==> src/rtl/core/pidc_pkg.sv <==
// Shared types, widths and register codes for the PID step controller.
// No dependencies; every other file in rtl/core imports this package.
package pidc_pkg;

    localparam int GAIN_W                 = 16;
    localparam int GAIN_FRAC              = 12;
    localparam int DRIVE_W                = 24;
    localparam int CFG_INDEX_W            = 2;
    localparam int ERROR_WIDTH_DEFAULT    = 16;
    localparam int INTEGRAL_WIDTH_DEFAULT = 24;
    localparam int QUEUE_DEPTH            = 4;
    localparam int PIPE_STAGES            = 3;

    typedef logic [GAIN_W-1:0]         gain_t;
    typedef logic signed [DRIVE_W-1:0] drive_t;
    typedef logic [CFG_INDEX_W-1:0]    cfg_index_t;

    localparam cfg_index_t REG_GAIN_P = 2'd0;
    localparam cfg_index_t REG_GAIN_I = 2'd1;
    localparam cfg_index_t REG_GAIN_D = 2'd2;

    localparam drive_t DRIVE_MAX = 24'sh7FFFFF;
    localparam drive_t DRIVE_MIN = 24'sh800000;

    typedef struct packed {
        gain_t p;
        gain_t i;
        gain_t d;
    } gains_t;

    typedef struct packed {
        logic full;
        logic empty;
    } queue_status_t;

endpackage

==> src/rtl/core/pidc_queue.sv <==
// Short FIFO between front and back ends of the PID step controller.
// Depends on pidc_pkg for the status struct; entry width is a parameter.
module pidc_queue #(
    parameter int WIDTH = 8,
    parameter int DEPTH = pidc_pkg::QUEUE_DEPTH
) (
    input  logic                    clk,
    input  logic                    rst_n,
    input  logic                    push,
    input  logic [WIDTH-1:0]        push_data,
    input  logic                    pop,
    output logic [WIDTH-1:0]        pop_data,
    output pidc_pkg::queue_status_t status
);
    import pidc_pkg::*;

    localparam int PTR_W = (DEPTH > 1) ? $clog2(DEPTH) : 1;
    localparam int CNT_W = $clog2(DEPTH + 1);

    logic [WIDTH-1:0] entries [DEPTH];
    logic [PTR_W-1:0] wr_ptr_reg, wr_ptr_next;
    logic [PTR_W-1:0] rd_ptr_reg, rd_ptr_next;
    logic [CNT_W-1:0] count_reg, count_next;

    assign status.full  = (count_reg == CNT_W'(DEPTH));
    assign status.empty = (count_reg == '0);
    assign pop_data     = entries[rd_ptr_reg];

    always_comb
    begin
        wr_ptr_next = wr_ptr_reg;
        rd_ptr_next = rd_ptr_reg;
        count_next  = count_reg;
        if (push)
        begin
            wr_ptr_next = (wr_ptr_reg == PTR_W'(DEPTH - 1)) ? '0 : wr_ptr_reg + 1'b1;
        end
        if (pop)
        begin
            rd_ptr_next = (rd_ptr_reg == PTR_W'(DEPTH - 1)) ? '0 : rd_ptr_reg + 1'b1;
        end
        if (push && !pop)
        begin
            count_next = count_reg + 1'b1;
        end
        else if (pop && !push)
        begin
            count_next = count_reg - 1'b1;
        end
    end

    always_ff @(posedge clk)
    begin
        if (push)
        begin
            entries[wr_ptr_reg] <= push_data;
        end
    end

    always_ff @(posedge clk or negedge rst_n)
    begin
        if (!rst_n)
        begin
            wr_ptr_reg <= '0;
            rd_ptr_reg <= '0;
            count_reg  <= '0;
        end
        else
        begin
            wr_ptr_reg <= wr_ptr_next;
            rd_ptr_reg <= rd_ptr_next;
            count_reg  <= count_next;
        end
    end

endmodule

==> config.mk <==
export PLATFORM = sky130hd
export DESIGN_NAME = pidc_queue
export DESIGN_NICKNAME = d
export VERILOG_FILES = /design/src/rtl/core/pidc_pkg.sv /design/src/rtl/core/pidc_queue.sv
export SDC_FILE = /design/constraint.sdc
export NUM_CORES = 1
export LEC_CHECK = 0
export BUFFER_PORTS_ARGS = -buffer_cell sky130_fd_sc_hd__buf_2
export CAP_MARGIN = 10
export CORE_ASPECT_RATIO = 1.1
export CORE_MARGIN = 10
export CORE_UTILIZATION = 35
export DETAILED_ROUTE_END_ITERATION = 16
export GPL_TIMING_DRIVEN = 0
export PLACE_DENSITY = 0.59
export SLEW_MARGIN = 20
export SYNTH_ARGS = -nofsm -noshare
export SYNTH_HDL_FRONTEND = slang
export SYNTH_SLANG_ARGS = --single-unit
==> constraint.sdc <==
create_clock -name clk -period 1.21 [get_ports clk]
set_input_delay 0.0605 -clock clk [delete_from_list [all_inputs] [get_ports clk]]
set_output_delay 0.0605 -clock clk [all_outputs]
set_load 0.03 [all_outputs]
# Word-level counts from Yosys, hierarchy flattened
# Memory sizes are Yosys's and may differ from the RTL's.
# Cells that the tools add are included.
word_totals:
  mem_count: 1
  ff_bits: 7
  mem_bits_rw: 32
  inputBits: 12
  out_inout_bits: 10
mem_list:
  columns: ["name", "words", "width", "rd", "rd_clocked_by_memory_dff", "wr", "line_no", "source"]
  rows:
  - ["entries", 4, 8, 1, 0, 1, "pidc_queue.sv:20", "logic [WIDTH-1:0] entries [DEPTH];"]
op_classes:
  add_sub_neg: 4
  n_reduce_logical: 6
  n_eq_ne: 3
  mux: 6
ops:
  columns: ["operator", "count"]
  rows:
  - ["2-to-1 mux 3 bit", 2]
  - ["adder 2 x 1 -> 2 bit, second input constant", 2]
  - ["== test 2 bit, second input constant", 2]
  - ["2-to-1 mux 2 bit", 2]
  - ["adder 3 x 1 -> 3 bit, second input constant", 1]
  - ["== test 3 bit, second input constant", 1]
  - ["zero test 3 bit", 1]
  - ["subtractor 3 x 1 -> 3 bit, second input constant", 1]
  - ["logical AND 1 bit", 2]
  - ["zero test 1 bit", 2]
  - ["2-to-1 mux 1 bit", 2]
  - ["nonzero test 2 bit", 1]

# Logic depth before layout (Yosys ltp)
depth:
  word_depth: 4
  mapped_depth: 7
  ltp_nobuf: 7

# Worst setup path before layout
# OpenSTA, ideal clock, no wires.
synth_path:
  kind: "reg2reg"
  startpoint: "register count_reg[0]"
  endpoint: "register count_reg[2]"
  setup_time_ns: 0.079
  stages_incl_launch_ff: 5
  setup_slack_ns: -0.085
  t_arrival_ns: 1.216
  path_buffers: 0
  required_ns: 1.131
  synth_period_minus_slack_ns: 1.295
  cell_sequence: "dfrtp_1 -> fa_1 -> xor2_1 -> nor2_1 -> xor2_1"
synth_via:
  elab_chain_len: 3
  word_cells_on_any_way: 4
  classes_between: "2 x add/sub; 2 x mux"
synth_rtl:
  columns: ["element", "line_no", "source"]
  rows:
  - ["start: declaration", "pidc_queue.sv:23", "logic [CNT_W-1:0] count_reg, count_next;"]
  - ["start signal: assignment", "pidc_queue.sv:72", "count_reg <= count_next;"]
  - ["subtractor 3 x 1 -> 3 bit", "pidc_queue.sv:48", "count_next = count_reg - 1'b1;"]
  - ["2-to-1 mux 3 bit", "pidc_queue.sv:46", "else if (pop && !push)"]
  - ["2-to-1 mux 3 bit *", "pidc_queue.sv:42", "if (push && !pop)"]
# Every way passes the cells marked *; elsewhere a longest branch is shown, timed or not. The select of a mux whose other input is x is not followed.
# A chain may end at the register's enable or synchronous reset.

# Worst setup path after layout
layout_path:
  startpoint: "register rd_ptr_reg[0]"
  endpoint: "output pop_data[3]"
layout_via:
  elab_chain_len: 1
layout_rtl:
  columns: ["element", "line_no", "source"]
  rows:
  - ["start: declaration", "pidc_queue.sv:22", "logic [PTR_W-1:0] rd_ptr_reg, rd_ptr_next;"]
  - ["start signal: assignment", "pidc_queue.sv:71", "rd_ptr_reg <= rd_ptr_next;"]
  - ["memory (4 x 8 bit)", null, null]
  - ["end: declaration", "pidc_queue.sv:12", "output logic [WIDTH-1:0] pop_data,"]
# Every way passes these cells.

==> results.toml <==
[status]
status = "complete, but fails checks"
violations = "negative setup slack"

[drt]
via_per_inst = 4.619
num_vias = 813
drt_wl_total_um = 2741
first_pass_iters = 4
drc = 0
postRouteAntennaNets = 0
wl_per_cell_um = 15.57
drt_iter0_markers = 22

[finish]
num_antenna_cells = 0
largest_reg_flops = 32
nets = 141
fill_cells = 370
syn_to_final_growth_pct = 33.15
layoutNonFillerInstCount = 176
final_cell_area_um2 = 2091
drive_gt1_share_pct = 50.00

[setup_path]
crit_path_start_kind = "register"
required_ps = 1150
reg2reg_slack_ps = -60
worstSetupPathType = "register to primary output"
cp_data_arrival_time_ps = 1520
end_kind = "primary output"
critical_path.max_fanout = 10

[yosys]
ys_types = 18
yosysSeqAreaShare_pct = 72.35
ys_ff_latch = 39
synth.avg_cell_area_um2 = 19.88
syn_area_um2 = 1570
synth_nets = 98
postSynthCellCount = 79
yosys_warnings = 0

[placement]
gp_congestion = 0.6838
portBuffers = 21
dp_slack_ps = -213.1
hpwl_um = 1902
numPlacedInstances = 154
dpl_cell_area_um2 = 1745

[floorplan]
dieArea_um2 = 7569
std_cell_rows = 25
start_util_pct = 36.38
dieHeight_um = 90.25
die_w_um = 83.87
io-pin-count = 22
coreArea_um2 = 4317

[power]
p_per_area_nw_per_um2 = 2354
p_leak_nw = 0.7803
peakVddDrop_uv = 1050

[clock_network]
clock_sinks = 39
numCtsBuffers = 5
clk_pin_slew_ps = 70
cts.path.max_buffers = 2
root_buffer = "clkbuf_8"
cts_tree = "yes"
htreeDepth = 2
insertion_delay_ps = 280

[global_routing]
grt_pass1_wl_um = 4519
grt_max_degree = 13
track_usage_pct = 7.744
gr-total-overflow = 0
antenna_found_initial = 0
grt_pass1_vias = 941

[timing]
rsz0062_at_grt = "true"
final-setup-viol-count = 11
period_minus_slack_ps = 1583
slew_headroom_pct = 83.25
fin_crit_sh_pct = 130.8
max_freq_mhz = 631.7
fin_skew_ps = 3.466
worst_pin_slew_ps = 251.3
fin_ws_ps = -373.1
tns_ps = -2988
slew_viol_final = 0
finalHoldViolations = 0

[job]
cap_violations = 0

[hold_path]
hold_path.class = "input port to register"
## critical path: stages, from the launching register on
cell	delay [ps]
dfrtp_1	400
buf_12	160
mux4_2	520
buf_6	160
## cell usage in the layout (no fill, tap or decap), drive strengths merged, types with 2 or more instances in the layout
cell type and n:
and2 4, buf 29, clkbuf 5, clkinv 2, dfrtp 7, dlygate4sd3 9
edfxtp 32, ha 6, inv 5, mux2 3, mux4 8, nor2 2
o21ai 2, xor2 2
## cells in the mapped netlist
master    instances  area (µm²)
nand2_1           1       3.750
inv_1             5       18.77
xnor2_1           1       8.760
buf_6             1       11.26
buf_2             1       5.000
and2_1            4       25.02
ha_1              6       75.07
nor2_1            2       7.510
edfxtp_1         32       960.9
nor3_1            1       5.000
nand3_1           1       5.000
o21ai_0           2       10.01
fa_1              1       20.02
xor2_1            2       17.52
mux4_2            8       180.2
mux2_2            3       33.78
nor3b_1           1       7.510
dfrtp_1           7       175.2
## path summary, 6_finish.rpt
| path | startpoint | endpoint | cells past startpoint |
|---|---|---|---|
| worst max-delay path | rd_ptr_reg[0] | pop_data[3] | 3 |
| worst min-delay path | pop | rd_ptr_reg[1] | 2 |
| worst max register to register | count_reg[1] | count_reg[2] | 4 |
| worst min register to register | count_reg[2] | count_reg[2] | 1 |
| max in group asynchronous | rst_n | count_reg[0] | 2 |
| min in group asynchronous | rst_n | count_reg[2] | 2 |
## where the power goes
| part | internal [W] | switching, W |
|---|---|---|
| combinational | 0.00110 | 0.00109 |
| clock | 0.000393 | 0.000412 |
| sequential | 0.00177 | 0.000156 |
## per-stage QoR
stage / power, W / hold WS, ps / utilization (%)
floorplan: 0.003137 / -235.1 / -
finish: 0.004921 / 68.57 / 48.43
CTS: 0.004721 / 63.14 / 46.06
global route: 0.005219 / 67.66 / 48.43
global placement: 0.003516 / -100.3 / 40.43
detailed placement: 0.003590 / -95.88 / 40.43
## layout make-up
cell class / instances / area [µm²] / share of cell area [%]
Timing Repair Buffer: 36 / 299.0 / 14.30
Buffer: 2 / 25.02 / 1.197
Clock inverter: 2 / 13.76 / 0.6583
Clock buffer: 5 / 68.82 / 3.291
Tap cell: 54 / 67.56 / 3.232
Multi-Input combinational cell: 33 / 459.2 / 21.96
Inverter: 5 / 18.77 / 0.8977
Sequential cell: 39 / 1139 / 54.46
## cells by family after synthesis
logic type	Yosys count	synth area share, %
buffers and inverters	7	2.231
AOI/OAI and AO/OA	2	0.6375
and+or+nand+nor	10	3.426
DFF	39	72.35
muxes	11	13.63
xor gates and xnor gates	3	1.674
adders and majority gates	7	6.056
## metal layers
layer | wire [µm] | share of wire (%) | vias to the layer above | track usage [%]
met4 | 76 | 2.8 | 0 | 3.492
met1 | 1088 | 40 | 403 | 7.333
met3 | 115 | 4.2 | 7 | 3.700
met5 | 0 | 0 | - | 0
met2 | 1460 | 53 | 17 | 13.75
li1 | - | - | 386 | -
## repair_timing
item	CTS	global route
setup buffers	0	6
pin swaps	1	2
setup endpoints to repair	43	44
endpoints found under the hold margin	39	0
resized for setup	26	16
hold buffers	9	0
(Power assumes the default switching activity.)
