$ cat src/rtl/core/pidc_pkg.sv
// Shared types, widths and register codes for the PID step controller.
// No dependencies; every other file in rtl/core imports this package.
package pidc_pkg;

    localparam int GAIN_W                 = 16;
    localparam int GAIN_FRAC              = 12;
    localparam int DRIVE_W                = 24;
    localparam int CFG_INDEX_W            = 2;
    localparam int ERROR_WIDTH_DEFAULT    = 16;
    localparam int INTEGRAL_WIDTH_DEFAULT = 24;
    localparam int QUEUE_DEPTH            = 4;
    localparam int PIPE_STAGES            = 3;

    typedef logic [GAIN_W-1:0]         gain_t;
    typedef logic signed [DRIVE_W-1:0] drive_t;
    typedef logic [CFG_INDEX_W-1:0]    cfg_index_t;

    localparam cfg_index_t REG_GAIN_P = 2'd0;
    localparam cfg_index_t REG_GAIN_I = 2'd1;
    localparam cfg_index_t REG_GAIN_D = 2'd2;

    localparam drive_t DRIVE_MAX = 24'sh7FFFFF;
    localparam drive_t DRIVE_MIN = 24'sh800000;

    typedef struct packed {
        gain_t p;
        gain_t i;
        gain_t d;
    } gains_t;

    typedef struct packed {
        logic full;
        logic empty;
    } queue_status_t;

endpackage

$ cat src/rtl/core/pidc_front.sv
// Front end: takes error requests, updates integral and previous sample.
// Depends on pidc_pkg; pushes one classified entry per request into the queue.
module pidc_front #(
    parameter int ERROR_WIDTH    = pidc_pkg::ERROR_WIDTH_DEFAULT,
    parameter int INTEGRAL_WIDTH = pidc_pkg::INTEGRAL_WIDTH_DEFAULT
) (
    input  logic                             clk,
    input  logic                             rst_n,
    input  logic                             in_valid,
    output logic                             in_stall,
    input  logic signed [ERROR_WIDTH-1:0]    error_sample,
    input  logic                             restart,
    input  pidc_pkg::queue_status_t          q_status,
    output logic                             push,
    output logic signed [ERROR_WIDTH-1:0]    push_error,
    output logic signed [INTEGRAL_WIDTH-1:0] push_integral,
    output logic signed [ERROR_WIDTH:0]      push_delta,
    output logic                             push_sat
);
    import pidc_pkg::*;

    localparam int ACC_W = ((INTEGRAL_WIDTH > ERROR_WIDTH) ? INTEGRAL_WIDTH : ERROR_WIDTH) + 1;
    localparam longint IMAX_L = (longint'(1) << (INTEGRAL_WIDTH - 1)) - 1;
    localparam logic signed [ACC_W-1:0] IMAX = ACC_W'(IMAX_L);
    localparam logic signed [ACC_W-1:0] IMIN = ACC_W'(-IMAX_L - 1);

    logic signed [INTEGRAL_WIDTH-1:0] integral_reg, integral_next;
    logic signed [ERROR_WIDTH-1:0]    previous_reg, previous_next;
    logic signed [INTEGRAL_WIDTH-1:0] base_integral;
    logic signed [ERROR_WIDTH-1:0]    base_previous;
    logic signed [ACC_W-1:0]          acc_sum;
    logic signed [INTEGRAL_WIDTH-1:0] acc_clamped;
    logic                             acc_sat;

    assign in_stall = q_status.full;
    assign push     = in_valid && !q_status.full;

    always_comb
    begin
        base_integral = restart ? '0 : integral_reg;
        base_previous = restart ? '0 : previous_reg;
        acc_sum = ACC_W'(base_integral) + ACC_W'(error_sample);
        acc_sat = 1'b0;
        if (acc_sum > IMAX)
        begin
            acc_clamped = IMAX[INTEGRAL_WIDTH-1:0];
            acc_sat     = 1'b1;
        end
        else if (acc_sum < IMIN)
        begin
            acc_clamped = IMIN[INTEGRAL_WIDTH-1:0];
            acc_sat     = 1'b1;
        end
        else
        begin
            acc_clamped = acc_sum[INTEGRAL_WIDTH-1:0];
        end
        integral_next = push ? acc_clamped : integral_reg;
        previous_next = push ? error_sample : previous_reg;
    end

    assign push_error    = error_sample;
    assign push_integral = acc_clamped;
    assign push_delta    = (ERROR_WIDTH + 1)'(error_sample) - (ERROR_WIDTH + 1)'(base_previous);
    assign push_sat      = acc_sat;

    always_ff @(posedge clk or negedge rst_n)
    begin
        if (!rst_n)
        begin
            integral_reg <= '0;
            previous_reg <= '0;
        end
        else
        begin
            integral_reg <= integral_next;
            previous_reg <= previous_next;
        end
    end

endmodule

$ cat config.mk
export PLATFORM = sky130hd
export DESIGN_NAME = pidc_front
export DESIGN_NICKNAME = d
export VERILOG_FILES = /design/src/rtl/core/pidc_pkg.sv /design/src/rtl/core/pidc_front.sv
export SDC_FILE = /design/constraint.sdc
export NUM_CORES = 1
export LEC_CHECK = 0
export BUFFER_PORTS_ARGS = -buffer_cell sky130_fd_sc_hd__buf_2
export CAP_MARGIN = 20
export CORE_ASPECT_RATIO = 1.75
export CORE_MARGIN = 2
export CORE_UTILIZATION = 41
export CTS_CLUSTER_DIAMETER = 200
export DETAILED_ROUTE_END_ITERATION = 6
export PLACE_DENSITY = 0.69
export SLEW_MARGIN = 10
export SYNTH_ARGS = -nofsm -noshare
export SYNTH_HDL_FRONTEND = slang
export SYNTH_SLANG_ARGS = --single-unit
$ cat constraint.sdc
create_clock -name clk -period 3.95 [get_ports clk]
set_input_delay 0.1975 -clock clk [delete_from_list [all_inputs] [get_ports clk]]
set_output_delay 0.1975 -clock clk [all_outputs]
set_load 0.02 [all_outputs]
== After elaboration in Yosys (flattened, before gate mapping) ==
Index checks and enable logic that the tools add are counted.
Word-level totals
  input port bits: 22
  logic and storage cells: 14
  output and inout bits: 60
  bits in registers: 40
Cells by class
  order comparisons: 2
  $add $sub $neg: 2
  mux-type cells: 6
  reductions and logical operators: 2
Operator list (number)
  2-to-1 mux 24 bit: 3
  adder 24 x 16 -> 25 bit: 1
  greater-than comparator 25 x 24 -> 1 bit (second input constant): 1
  less-than comparator 25 x 24 -> 1 bit (second input constant): 1
  subtractor 16 x 16 -> 17 bit: 1
  2-to-1 mux 16 bit: 1
  2-to-1 mux 1 bit: 2
  logical AND 1 bit: 1
  logical NOT 1 bit: 1

== Depth between registers and ports, before layout ==
  depth after elaboration: 5
  mapped depth: 15
  depth with buffers taken out: 12

== Worst setup path before layout ==
Ideal clock, no wire load.
  kind: input port to output port
  from: in restart
  to: out push_integral[10]
  required time: 3753 ps
  arrival: 2951 ps
  cell stages on the path: 15
  buffers on the path: 3
  setup slack: 801 ps
  path through: clkbuf_1 > nor2b_1 > ha_1 > inv_1 > fa_1 > nand2b_1 > a21o_1 > a21boi_2 > o2111ai_1 > and3_1 > or3_1 > mux2_2 > buf_6 > buf_2 > nand2_1
Between the ends
  cells in the longest elaborated chain, start to end: 5
  elaborated cells between the ends (all ways): 6
  those cells by class: add/sub: 1; order compare: 2; mux: 3
RTL lines
  start: declaration: line pidc_front.sv:12  | input logic restart,
  2-to-1 mux 24 bit (*): line pidc_front.sv:40  | base_integral = restart ? '0 : integral_reg;
  adder 24 x 16 -> 25 bit (*): line pidc_front.sv:42  | acc_sum = ACC_W'(base_integral) + ACC_W'(error_sample);
  less-than comparator 25 x 24 -> 1 bit: line pidc_front.sv:49  | else if (acc_sum < IMIN)
  2-to-1 mux 24 bit: line pidc_front.sv:49
  2-to-1 mux 24 bit (*): line pidc_front.sv:44  | if (acc_sum > IMAX)
  end: declaration: line pidc_front.sv:16  | output logic signed [INTEGRAL_WIDTH-1:0] push_integral,
Mark *: on every way between the ends. The rest lies on a longest branch, timed or not.

== Final worst setup path ==
  from: reg integral_reg[0]
  to: out push_integral[12]
Between the ends
  cells in the longest elaborated chain, start to end: 5
  elaborated cells between the ends (all ways): 6
  those cells by class: add/sub: 1; order compare: 2; mux: 3
RTL lines
  start: declaration: line pidc_front.sv:27  | logic signed [INTEGRAL_WIDTH-1:0] integral_reg, integral_next;
  start signal: assignment: line pidc_front.sv:76  | integral_reg <= integral_next;
  2-to-1 mux 24 bit (*): line pidc_front.sv:40
  adder 24 x 16 -> 25 bit (*): line pidc_front.sv:42
  less-than comparator 25 x 24 -> 1 bit: line pidc_front.sv:49
  2-to-1 mux 24 bit: line pidc_front.sv:49
  2-to-1 mux 24 bit (*): line pidc_front.sv:44
Marked as above.

==> results_dict.tcl <==
set metrics [dict create \
    status "finished clean" \
    syn_nets 571 \
    grt_overflow_total 0 \
    syn_area_per_cell_um2 8.08 \
    fin_crit_ns 3.66 \
    power_switching_w 0.00143 \
    crit_fanout 29 \
    n_antenna_cell 0 \
    die_area_um2 10800 \
    rsz0062_at_grt "no" \
    fin_setup_tns_ns 0 \
    grt_max_degree 41 \
    wl_per_cell_um 14.9 \
    synth_area_um2 4100 \
    die_w_um 79.6 \
    worstPathArrival_ns 3.46 \
    coreArea_um2 9790 \
    insertion_delay_ns 0.28 \
    dp_hpwl_um 8000 \
    multi_input_area_um2 2800 \
    seqPwrFrac 0.202 \
    cts-buffers-inserted 5 \
    yosysSeqAreaShare 0.244 \
    synth-warning-count 0 \
    postPlaceCellArea_um2 4500 \
    cell_internal_pwr_w 0.00161 \
    largest_register_ffs 24 \
    grtUsageTotal 0.195 \
    cts-root-buf "clkbuf_16" \
    grt_pass1_vias 3859 \
    cp.required_ns 3.75 \
    ctsHtreeMaxLevel 2 \
    viasPerCell 5.54 \
    grt_pass1_wl_um 16900 \
    switching_share 0.470 \
    synthArstFlopShare 1.00 \
    cts_tree "done" \
    antenna_found_initial 0 \
    hold_buffers 0 \
    drt_wl_total_um 10300 \
    clkTransAtPathRegs_ns 0.06 \
    remaining_drc_errors 0 \
    n_fill_cell 992 \
    worstMarginPinSlew_ns 0.949 \
    synth_seq_cells 40 \
    start_kind "register" \
    maxSlewViolCount 0 \
    busiest_layer "met2" \
    cts_max_path_buffers 2 \
    synth_edf_count 0 \
    power.share.clock 0.151 \
    pwr-share-comb 0.647 \
    fin_area_um2 4670 \
    cts_sinks 40 \
    postSynthCellCount 507 \
    grt_use_met1 0.199 \
    dieHeight_um 136 \
    met3_usage 0.0193 \
    ant_nets 0 \
    start_util 0.419 \
    via_count 3837 \
    final_common_cell "buf_2" \
    timing.final.crit_share 0.927 \
    max_freq_mhz 273 \
    initialDrtViolationCount 147 \
    skew_ns 0.00450 \
    drive_gt1_frac 0.228 \
    gp_congestion 0.926 \
    p_leak_nw 2.18 \
    vdd_drop_max_mv 0.320 \
    rows 48 \
    drtPass1Iterations 4 \
    final_hold_viol_count 0 \
    setup_violations 0 \
    synth_cell_types 50 \
    power.density_nw_per_um2 652 \
    area_growth_pct 14.0 \
    synth_ff_type "dfrtp_1" \
    cap_violations 0 \
    seqCellArea_um2 1000 \
    final_cell_mix "buf_2 (80), nand2_1 (52), nor2_1 (40), ha_1 (40), dfrtp_1 (40)" \
    use_met2 0.381 \
    port_buffers 80 \
    layout.nets 630 \
    path_class "register to output pin" \
    worstHoldPathType "input pin to asynchronous set/reset pin" \
    crit_path_end_kind "output pin" \
    max_slew_margin 0.367 \
    io_pins 82 \
]
-- metal layers --
layer  up-vias  part of all wire  wire length, um
met5         -                 0                0
met4         0             0.034              345
met3        28             0.032              328
met2        91              0.56             5780
met1      1819              0.37             3830
li1       1899                 -                -
-- cells in the mapped netlist (2+ instances only) --
cell,instances,area share
and3_1,5,0.0076
a21boi_2,2,0.0055
nor2b_1,29,0.044
o21ai_0,22,0.027
nor2_1,40,0.037
buf_2,7,0.0085
o211ai_1,7,0.013
a21oi_1,31,0.038
ha_1,40,0.12
buf_6,3,0.0082
mux2_2,17,0.047
fa_1,2,0.0098
a31oi_1,27,0.041
inv_1,16,0.015
dfrtp_1,40,0.24
o21bai_1,2,0.0037
o21a_1,3,0.0055
or2_2,4,0.0061
xor2_1,9,0.019
a21o_1,7,0.013
nand3_1,23,0.028
nor3_1,5,0.0061
a21boi_0,3,0.0055
nand4_1,4,0.0061
o31ai_1,2,0.0037
mux2i_1,2,0.0049
xnor2_1,17,0.036
nand2_1,52,0.048
buf_4,17,0.031
or3_1,7,0.011
a211oi_1,8,0.015
clkbuf_1,11,0.010
nand2b_1,21,0.032
and2_1,3,0.0046
nand3b_1,4,0.0073
-- power by group through the flow --
stage | logic [W] | registers [W] | clock network, W
6_report | 0.00197 | 0.000614 | 0.000461
5_1_grt | 0.00218 | 0.000632 | 0.000496
4_1_cts | 0.00198 | 0.000614 | 0.000477
3_5_place_dp | 0.00196 | 0.000622 | 0
3_3_place_gp | 0.00194 | 0.000613 | 0
2_1_floorplan | 0.00148 | 0.000601 | 0
-- worst max-delay path, stage by stage (launching register included) --
cell and delay [ns]:
dfrtp_1 0.34, nor2b_1 0.14, ha_1 0.21, inv_1 0.06, fa_1 0.38, nand2b_1 0.20
a21o_1 0.22, a21boi_2 0.20, o2111ai_1 0.13, and3_1 0.24, or3_1 0.34, mux2_2 0.30
buf_6 0.18, nand2_1 0.08, buf_2 0.16
-- per-stage QoR --
stage                     cells   util  setup WS [ns]  power [W]  hold slack [ns]
after detailed placement    683  0.459          0.266    0.00259            0.398
final                       692  0.477          0.289    0.00304           0.0638
after floorplan             507      -          0.801    0.00208          -0.0981
after CTS                   691  0.476          0.202    0.00307           0.0987
after global routing        692  0.477         0.0166    0.00331            0.149
after global placement      683  0.459          0.376    0.00255            0.398
-- kinds of logic after synthesis --
kind of cell	count (synthesis)	share of synthesized area
XOR/XNOR	26	0.0556
AND/OR/NAND/NOR	202	0.250
multiplexers	19	0.0516
AO/OA/AOI/OAI	123	0.193
flip-flops	40	0.244
adder cells (fa/ha/maj)	42	0.132
buffers and inverters	55	0.0736
-- final cells by class --
cell class / instances / area share
Multi-Input combinational cell: 412 / 0.600
Clock buffer: 6 / 0.0276
Tap cell: 125 / 0.0335
Inverter: 16 / 0.0129
Sequential cell: 40 / 0.214
Timing Repair Buffer: 91 / 0.104
Clock inverter: 2 / 0.00750
-- timing repair --
item                       4_1_cts  5_1_grt
buffers inserted                 0        1
setup endpoints to repair        0       15
gates resized for setup          0        1
-- final timing paths --
kind	start	endpoint	slack, ns	depth (start not counted)
max in group asynchronous	rst_n	previous_reg[12]	3.29	1
hold / removal	rst_n	integral_reg[22]	0.06	1
min in group clk	error_sample[0]	previous_reg[0]	0.20	2
hold reg to reg	previous_reg[0]	previous_reg[0]	0.50	1
setup reg to reg	integral_reg[0]	integral_reg[2]	0.63	14
setup / recovery	integral_reg[0]	push_integral[12]	0.29	14
(Power assumes the default switching activity.)
